$ cat config.mk
export PLATFORM = sky130hd
export DESIGN_NAME = mac_learning_table
export DESIGN_NICKNAME = d
export VERILOG_FILES = /design/src/hdl/mlt_pkg.sv /design/src/hdl/mac_learning_table.sv /design/src/hdl/mlt_entry_unit.sv
export SDC_FILE = /design/constraint.sdc
export NUM_CORES = 2
export LEC_CHECK = 0
export ABC_CLOCK_PERIOD_IN_PS = 12000
export BUFFER_PORTS_ARGS = -buffer_cell sky130_fd_sc_hd__buf_2
export CAP_MARGIN = 20
export CORE_UTILIZATION = 50
export CTS_CLUSTER_SIZE = 16
export DETAILED_ROUTE_END_ITERATION = 7
export MAX_ROUTING_LAYER = met4
export PLACE_DENSITY = 0.75
export SYNTH_ARGS = -nofsm -noshare
export SYNTH_HDL_FRONTEND = slang
export SYNTH_MEMORY_MAX_BITS = 65536
export SYNTH_SLANG_ARGS = --single-unit
export TNS_END_PERCENT = 50
$ cat constraint.sdc
create_clock -name clk_i -period 12 [get_ports clk_i]
set_input_delay 1.8 -clock clk_i [delete_from_list [all_inputs] [get_ports clk_i]]
set_output_delay 1.8 -clock clk_i [all_outputs]
set_load 0.1 [all_outputs]
$ cat src/hdl/mlt_pkg.sv
`timescale 1ns / 1ps

package mlt_pkg;

  localparam int ADDR_W = 48;
  localparam int PORT_W = 4;
  localparam int AGE_W  = 16;
  localparam int CNT_W  = 7;
  localparam int KIND_W = 2;

  localparam logic [AGE_W-1:0] AGE_MAX       = '1;
  localparam logic [AGE_W-1:0] AGE_LIMIT_RST = AGE_W'(30);
  localparam logic [CNT_W-1:0] CNT_MAX       = '1;

  typedef enum logic [KIND_W-1:0] {
    KIND_LOOKUP = 2'd0,
    KIND_LEARN  = 2'd1,
    KIND_TICK   = 2'd2,
    KIND_NONE   = 2'd3
  } kind_e;

  typedef struct packed {
    logic              valid;
    logic [ADDR_W-1:0] addr;
    logic [PORT_W-1:0] port;
    logic [AGE_W-1:0]  age;
  } entry_t;

  typedef struct packed {
    logic   match;
    logic   free;
    logic   expire;
    entry_t aged;
  } unit_res_t;

endpackage

$ cat src/hdl/mac_learning_table.sv
`timescale 1ns / 1ps

// Station address table with learning and aging.
// Command channel: kind_i, mac_addr_i and port_in_i are taken at a rising edge with start
// high and busy low. kind 0 looks up an address, 1 learns address to port, 2 is a
// one-second tick that ages every entry and removes those past the age limit.
// Each command sweeps all ENTRIES slots through one shared compare/age unit, one slot
// per cycle from a table memory with a read port, a write port and registered read data.
// After the sweep the DONE state registers the result beat, held on hit_o, port_out_o,
// table_full_o and removed_count_o for exactly one cycle with result_valid_o high;
// busy is low in that cycle, so the next command can already be taken in it.
// The receiver cannot stall: every result beat is taken in its cycle.
// The age limit is written through cfg_valid_i/cfg_data_i (cfg_ready_o is always high);
// the user must do so only with no command in flight (not enforced); it resets to 30.
// After reset the table is swept clear, one slot per cycle over all ENTRIES slots; busy
// stays high for that sweep and no command is taken.
module mac_learning_table
  import mlt_pkg::*;
#(
  parameter int ENTRIES = 64,
  parameter int PORTS   = 16
) (
  input  logic              clk_i,
  input  logic              rst_ni,
  input  logic              start,
  output logic              busy,
  input  logic [KIND_W-1:0] kind_i,
  input  logic [ADDR_W-1:0] mac_addr_i,
  input  logic [PORT_W-1:0] port_in_i,
  output logic              result_valid_o,
  output logic              hit_o,
  output logic [PORT_W-1:0] port_out_o,
  output logic              table_full_o,
  output logic [CNT_W-1:0]  removed_count_o,
  input  logic              cfg_valid_i,
  output logic              cfg_ready_o,
  input  logic [AGE_W-1:0]  cfg_data_i
);

  localparam int IW = (ENTRIES > 1) ? $clog2(ENTRIES) : 1;
  localparam logic [IW-1:0] LAST_IDX = IW'(ENTRIES - 1);
  localparam logic [IW:0]   NUM_ENT  = (IW + 1)'(ENTRIES);

  localparam logic [1:0] ST_CLEAR = 2'd0;
  localparam logic [1:0] ST_IDLE  = 2'd1;
  localparam logic [1:0] ST_SCAN  = 2'd2;
  localparam logic [1:0] ST_DONE  = 2'd3;

  entry_t mem [ENTRIES];

  logic [1:0]        state_q, state_d;
  logic [IW:0]       iss_q, iss_d;
  logic              rd_vld_q;
  logic [IW-1:0]     rd_idx_q;
  logic [IW-1:0]     clr_q, clr_d;
  entry_t            rd_data_q;
  kind_e             kind_q;
  logic [ADDR_W-1:0] addr_q;
  logic [PORT_W-1:0] port_q;
  logic              found_q, found_d;
  logic [IW-1:0]     found_idx_q, found_idx_d;
  logic [PORT_W-1:0] found_port_q, found_port_d;
  logic              free_q, free_d;
  logic [IW-1:0]     free_idx_q, free_idx_d;
  logic [CNT_W-1:0]  rem_q, rem_d;
  logic [AGE_W-1:0]  age_limit_q;
  logic              valid_q;
  logic              hit_q;
  logic [PORT_W-1:0] pout_q;
  logic              full_q;
  logic [CNT_W-1:0]  cnt_q;

  logic              rd_en;
  logic              wr_en;
  logic [IW-1:0]     wr_addr;
  entry_t            wr_data;
  logic              accept;
  logic              port_ok;
  logic              learn_wr;
  unit_res_t         unit_res;

  mlt_entry_unit u_unit (
    .entry_i     (rd_data_q),
    .key_i       (addr_q),
    .age_limit_i (age_limit_q),
    .res_o       (unit_res)
  );

  assign busy        = (state_q != ST_IDLE);
  assign accept      = start && !busy;
  assign cfg_ready_o = 1'b1;
  assign rd_en       = (state_q == ST_SCAN) && (iss_q < NUM_ENT);
  assign port_ok     = 32'(port_q) < PORTS;
  assign learn_wr    = (kind_q == KIND_LEARN) && port_ok && (found_q || free_q);

  always_comb begin
    state_d      = state_q;
    iss_d        = iss_q;
    clr_d        = clr_q;
    found_d      = found_q;
    found_idx_d  = found_idx_q;
    found_port_d = found_port_q;
    free_d       = free_q;
    free_idx_d   = free_idx_q;
    rem_d        = rem_q;
    wr_en        = 1'b0;
    wr_addr      = clr_q;
    wr_data      = '0;
    case (state_q)
      ST_CLEAR: begin
        wr_en = 1'b1;
        clr_d = clr_q + IW'(1);
        if (clr_q == LAST_IDX) begin
          state_d = ST_IDLE;
        end
      end
      ST_IDLE: begin
        if (accept) begin
          state_d = ST_SCAN;
          iss_d   = '0;
          found_d = 1'b0;
          free_d  = 1'b0;
          rem_d   = '0;
        end
      end
      ST_SCAN: begin
        if (rd_en) begin
          iss_d = iss_q + (IW + 1)'(1);
        end
        if (rd_vld_q) begin
          if (unit_res.match && !found_q) begin
            found_d      = 1'b1;
            found_idx_d  = rd_idx_q;
            found_port_d = rd_data_q.port;
          end
          if (unit_res.free && !free_q) begin
            free_d     = 1'b1;
            free_idx_d = rd_idx_q;
          end
          if (kind_q == KIND_TICK && rd_data_q.valid) begin
            wr_en   = 1'b1;
            wr_addr = rd_idx_q;
            wr_data = unit_res.aged;
            if (unit_res.expire && rem_q != CNT_MAX) begin
              rem_d = rem_q + CNT_W'(1);
            end
          end
          if (rd_idx_q == LAST_IDX) begin
            state_d = ST_DONE;
          end
        end
      end
      ST_DONE: begin
        state_d = ST_IDLE;
        if (learn_wr) begin
          wr_en         = 1'b1;
          wr_addr       = found_q ? found_idx_q : free_idx_q;
          wr_data.valid = 1'b1;
          wr_data.addr  = addr_q;
          wr_data.port  = port_q;
          wr_data.age   = '0;
        end
      end
      default: begin
        state_d = ST_IDLE;
      end
    endcase
  end

  always_ff @(posedge clk_i) begin
    if (wr_en) begin
      mem[wr_addr] <= wr_data;
    end
    if (rd_en) begin
      rd_data_q <= mem[iss_q[IW-1:0]];
    end
  end

  always_ff @(posedge clk_i or negedge rst_ni) begin
    if (!rst_ni) begin
      state_q     <= ST_CLEAR;
      iss_q       <= '0;
      rd_vld_q    <= 1'b0;
      clr_q       <= '0;
      found_q     <= 1'b0;
      free_q      <= 1'b0;
      rem_q       <= '0;
      age_limit_q <= AGE_LIMIT_RST;
      valid_q     <= 1'b0;
    end else begin
      state_q  <= state_d;
      iss_q    <= iss_d;
      rd_vld_q <= rd_en;
      clr_q    <= clr_d;
      found_q  <= found_d;
      free_q   <= free_d;
      rem_q    <= rem_d;
      valid_q  <= (state_q == ST_DONE);
      if (cfg_valid_i && cfg_ready_o) begin
        age_limit_q <= cfg_data_i;
      end
    end
  end

  always_ff @(posedge clk_i) begin
    rd_idx_q     <= iss_q[IW-1:0];
    found_idx_q  <= found_idx_d;
    found_port_q <= found_port_d;
    free_idx_q   <= free_idx_d;
    if (accept) begin
      kind_q <= kind_e'(kind_i);
      addr_q <= mac_addr_i;
      port_q <= port_in_i;
    end
    if (state_q == ST_DONE) begin
      hit_q  <= (kind_q == KIND_LOOKUP) && found_q;
      pout_q <= ((kind_q == KIND_LOOKUP) && found_q) ? found_port_q : '0;
      full_q <= (kind_q == KIND_LEARN) && port_ok && !found_q && !free_q;
      cnt_q  <= (kind_q == KIND_TICK) ? rem_q : '0;
    end
  end

  assign result_valid_o  = valid_q;
  assign hit_o           = hit_q;
  assign port_out_o      = pout_q;
  assign table_full_o    = full_q;
  assign removed_count_o = cnt_q;

`ifndef SYNTHESIS
  a_beat_one_cycle: assert property (@(posedge clk_i) disable iff (!rst_ni)
    result_valid_o |=> !result_valid_o)
    else $error("result beat longer than one cycle");

  a_accept_busy: assert property (@(posedge clk_i) disable iff (!rst_ni)
    (start && !busy) |=> (busy && !result_valid_o))
    else $error("command accepted without going busy");

  a_hit_exclusive: assert property (@(posedge clk_i) disable iff (!rst_ni)
    (result_valid_o && hit_o) |-> (!table_full_o && removed_count_o == '0))
    else $error("lookup hit mixed with learn or tick result");

  a_done_then_beat: assert property (@(posedge clk_i) disable iff (!rst_ni)
    (state_q == ST_DONE) |=> (result_valid_o && !busy))
    else $error("result beat missing after sweep");
`endif

endmodule

$ cat src/hdl/mlt_entry_unit.sv
`timescale 1ns / 1ps

module mlt_entry_unit
  import mlt_pkg::*;
(
  input  entry_t            entry_i,
  input  logic [ADDR_W-1:0] key_i,
  input  logic [AGE_W-1:0]  age_limit_i,
  output unit_res_t         res_o
);

  logic [AGE_W-1:0] age_next;

  always_comb begin
    age_next = (entry_i.age == AGE_MAX) ? entry_i.age : entry_i.age + AGE_W'(1);
    res_o.match  = entry_i.valid && (entry_i.addr == key_i);
    res_o.free   = !entry_i.valid;
    res_o.expire = entry_i.valid && (age_next > age_limit_i);
    res_o.aged.valid = entry_i.valid && !(age_next > age_limit_i);
    res_o.aged.addr  = entry_i.addr;
    res_o.aged.port  = entry_i.port;
    res_o.aged.age   = age_next;
  end

endmodule

==> impl_metrics.env <==
export IMPL_outcome="complete, no violations"
export IMPL_drive_above_1_share=0.301
export IMPL_grt_max_degree=147
export IMPL_ant_nets=0
export IMPL_clock_sinks=4616
export IMPL_min_delay_path_class="reg -> reg"
export IMPL_placement_cell_area_um2=183000
export IMPL_timing_hold_worst_endpoint="found_idx_q[5]"
export IMPL_cts_tree="yes"
export IMPL_setup_worst_path_start_class="flip-flop"
export IMPL_synth_enable_flop_cells=4568
export IMPL_syn_area_um2=176000
export IMPL_die_height_um=595
export IMPL_cts_hold_buf=0
export IMPL_vias=83928
export IMPL_rsz0062_at_grt="false"
export IMPL_timing_critical_path_fanout_max=50
export IMPL_powerDensity_nw_per_um2=157
export IMPL_worst_slew_pin_transition_ns=1.20
export IMPL_final_critical_path_setup_slack_ns=6.03
export IMPL_design_portCount=90
export IMPL_wire_length_of_the_first_global_routing_pass_um=657000
export IMPL_worst_clock_skew_ns=0.0903
export IMPL_ys_seq_area_frac=0.786
export IMPL_cts_max_level=5
export IMPL_filler_cell_count=24044
export IMPL_io_buffer_count=88
export IMPL_postRouteWirelength_um=471000
export IMPL_layout_area_seq_um2=138000
export IMPL_final_max_slew_viol_count=0
export IMPL_initialDrtViolationCount=13852
export IMPL_clock_latency_ns=1.00
export IMPL_post_synth_inst_count=7185
export IMPL_clk_pin_slew_worst_paths_ns=0.06
export IMPL_hold_path_depth=0
export IMPL_leakagePower_nw=49.2
export IMPL_start_util=0.503
export IMPL_critical_path_slowest_cell="nor2_4"
export IMPL_r2r_endpoint="mem[27][42]"
export IMPL_period_needed_ns=5.97
export IMPL_finalSetupTns_ns=0
export IMPL_post_route_period_util=0.498
export IMPL_antenna_found_initial=26
export IMPL_postCtsSetupBuffers=0
export IMPL_achievable_frequency_mhz=167
export IMPL_ys_async_sr_fraction=0.00910
export IMPL_route_detailed_wl_per_inst_um=37.5
export IMPL_worst_ep_required_time_ns=12.57
export IMPL_grt_pass1_vias=84178
export IMPL_r2r_worst_path_cells=8
export IMPL_detail_route_vias_per_cell=6.69
export IMPL_post_cts_resize_count=0
export IMPL_finish_instance_area_um2=197000
export IMPL_endpoint_kind="flip-flop"
export IMPL_synth_avg_cell_area_um2=24.5
export IMPL_cts_root_buf="clkbuf_16"
export IMPL_design_core_area_um2=350000
export IMPL_critical_path_arrival_ns=6.54
export IMPL_half_perimeter_wire_length_after_placement_um=260000
export IMPL_postSynth_topFlopCell="edfxtp_1"
export IMPL_report_final_hold_viol_count=0
export IMPL_cp_buffers_inverters=3
export IMPL_reg2reg_setup_slack_ns=6.03
export IMPL_tritoncts_buffers=430
export IMPL_worstHoldStart="rd_idx_q[5]"
export IMPL_setup_worst_path_class="reg -> reg"
export IMPL_die_w_um=595
export IMPL_slew_limit_headroom=0.202
export IMPL_ir_worst_vdd_mv=0.150
export IMPL_globalRouteOverflowTotal=0
export IMPL_rows=217
export IMPL_layout_area_overhead_vs_synth_pct=11.9
export IMPL_synthDistinctLibCells=62
export IMPL_clock_path_buffers=4
export IMPL_ys_seq_elements=4616
export IMPL_max_cap_violations=0
export IMPL_final_cell_count_no_fill=12539
export IMPL_post_place_cells=11733
export IMPL_crit_reg2reg_launch="state_q[0]"
export IMPL_grt_use_total=0.273
export IMPL_count_of_tritonroute_iterations_in_the_first_routing_pass=7
export IMPL_yosys_warnings=0
export IMPL_final_nets=7672
export IMPL_dieArea_um2=354000
export IMPL_synth_net_count=7283
export IMPL_layout_core_utilization=0.563
export IMPL_multi_input_gate_area_um2=36400
export IMPL_detail_route_drc_violations=0
export IMPL_post_place_ws_ns=6.11
export IMPL_top_family_by_delay_on_critical_path="simple AND/OR/NAND/NOR gates"
export IMPL_maximum_single_stage_delay_on_the_critical_path_ns=1.05
export IMPL_setup_viol=0
export IMPL_cp_cell_sequence="inv_1 > ha_1 > inv_1 > nor2_4 > a222oi_1 > nand4bb_1 > nor2_4 > buf_4"
export IMPL_place_congestion=0.923
-- layer usage --
metal,global-route usage,share of wire
met5,-,0
met4,0.147,0.068
met3,0.0549,0.12
met2,0.421,0.48
met1,0.344,0.33
-- cell type report --
class	count	share of cell area
sequential	4616	0.703
multi-input combinational	2167	0.185
clock buffer	535	0.0576
tap	4599	0.0292
timing repair buffer	334	0.0138
clock inverter	250	0.0109
inverter	25	0.000502
antenna	13	0.000165
-- where the power goes --
group | total (mW) | internal [mW] | switching [mW]
Clock | 13.3 | 7.34 | 5.93
Combinational | 0.264 | 0.117 | 0.147
Sequential | 17.5 | 17.4 | 0.00659
-- worst max-delay path by stage --
stage | startpoint | to | slack, ns | cells after the start
2_1_floorplan | rd_data_q[3] | mem[0][68] | 6.03 | 13
3_3_place_gp | state_q[1] | mem[43][45] | 6.35 | 7
6_report | state_q[0] | mem[27][42] | 6.03 | 8
5_1_grt | state_q[0] | mem[43][26] | 5.82 | 8
3_5_place_dp | state_q[1] | mem[43][23] | 6.11 | 7
4_1_cts | state_q[1] | mem[43][26] | 6.02 | 7
-- stage by stage --
step | hold WS, ns | power (mW)
2_1_floorplan | 0.345 | 18.0
3_3_place_gp | 0.478 | 18.1
3_5_place_dp | 0.475 | 18.1
4_1_cts | 0.491 | 31.1
5_1_grt | 0.509 | 31.6
6_report | 0.502 | 31.0
-- kinds of logic after synthesis --
logic type,Yosys count,synth area share
fa+ha+maj,24,0.00171
other cells,1,0.0000213
flops,4616,0.786
compound gates,299,0.0123
buf+inv,402,0.00957
xor+xnor,67,0.00334
simple gates,346,0.00958
mux,1430,0.177
-- cell usage after synthesis (all sizes together), types with 17 or more instances --
| master | number | area share |
|---|---|---|
| ha | 24 | 0.0017 |
| edfxtp | 4568 | 0.78 |
| and2 | 30 | 0.0011 |
| dfrtp | 38 | 0.0054 |
| inv | 25 | 0.00053 |
| mux2i | 57 | 0.0032 |
| a22o | 52 | 0.0026 |
| nor2 | 93 | 0.0020 |
| nand2 | 113 | 0.0024 |
| o21ai | 33 | 0.00094 |
| a21oi | 18 | 0.00051 |
| nand4 | 27 | 0.00096 |
| a22oi | 105 | 0.0045 |
| mux4 | 1342 | 0.17 |
| buf | 148 | 0.0041 |
| mux2 | 31 | 0.0020 |
| o22ai | 44 | 0.0016 |
| clkbuf | 229 | 0.0049 |
| nand3 | 17 | 0.00048 |
| xnor2 | 61 | 0.0030 |
-- cells in the final DEF (no fill, tap or decap), types with 24 or more instances in the layout --
master	instances
xnor2_1	61
nand4_1	27
dfrtp_1	33
nor2_4	60
ha_1	24
o21ai_0	31
edfxtp_1	4568
clkbuf_1	95
buf_4	216
clkbuf_16	437
o22ai_1	44
buf_2	88
mux2_2	31
nor2_1	32
mux4_2	1342
bufinv_16	30
clkinv_2	82
mux2i_1	57
a22oi_1	105
nand2_1	113
clkinv_1	103
a22o_1	52
and2_1	25
-- state kept, by name, indices dropped and copies added (netlist names), 7 cells and up --
| signal | cells |
|---|---|
| addr_q | 48 |
| age_limit_q | 16 |
| iss_q | 7 |
| mem | 4416 |
| rd_data_q | 69 |
| rem_q | 7 |
| removed_count_o | 7 |
No activity file was read; power rests on OpenSTA's default activity.
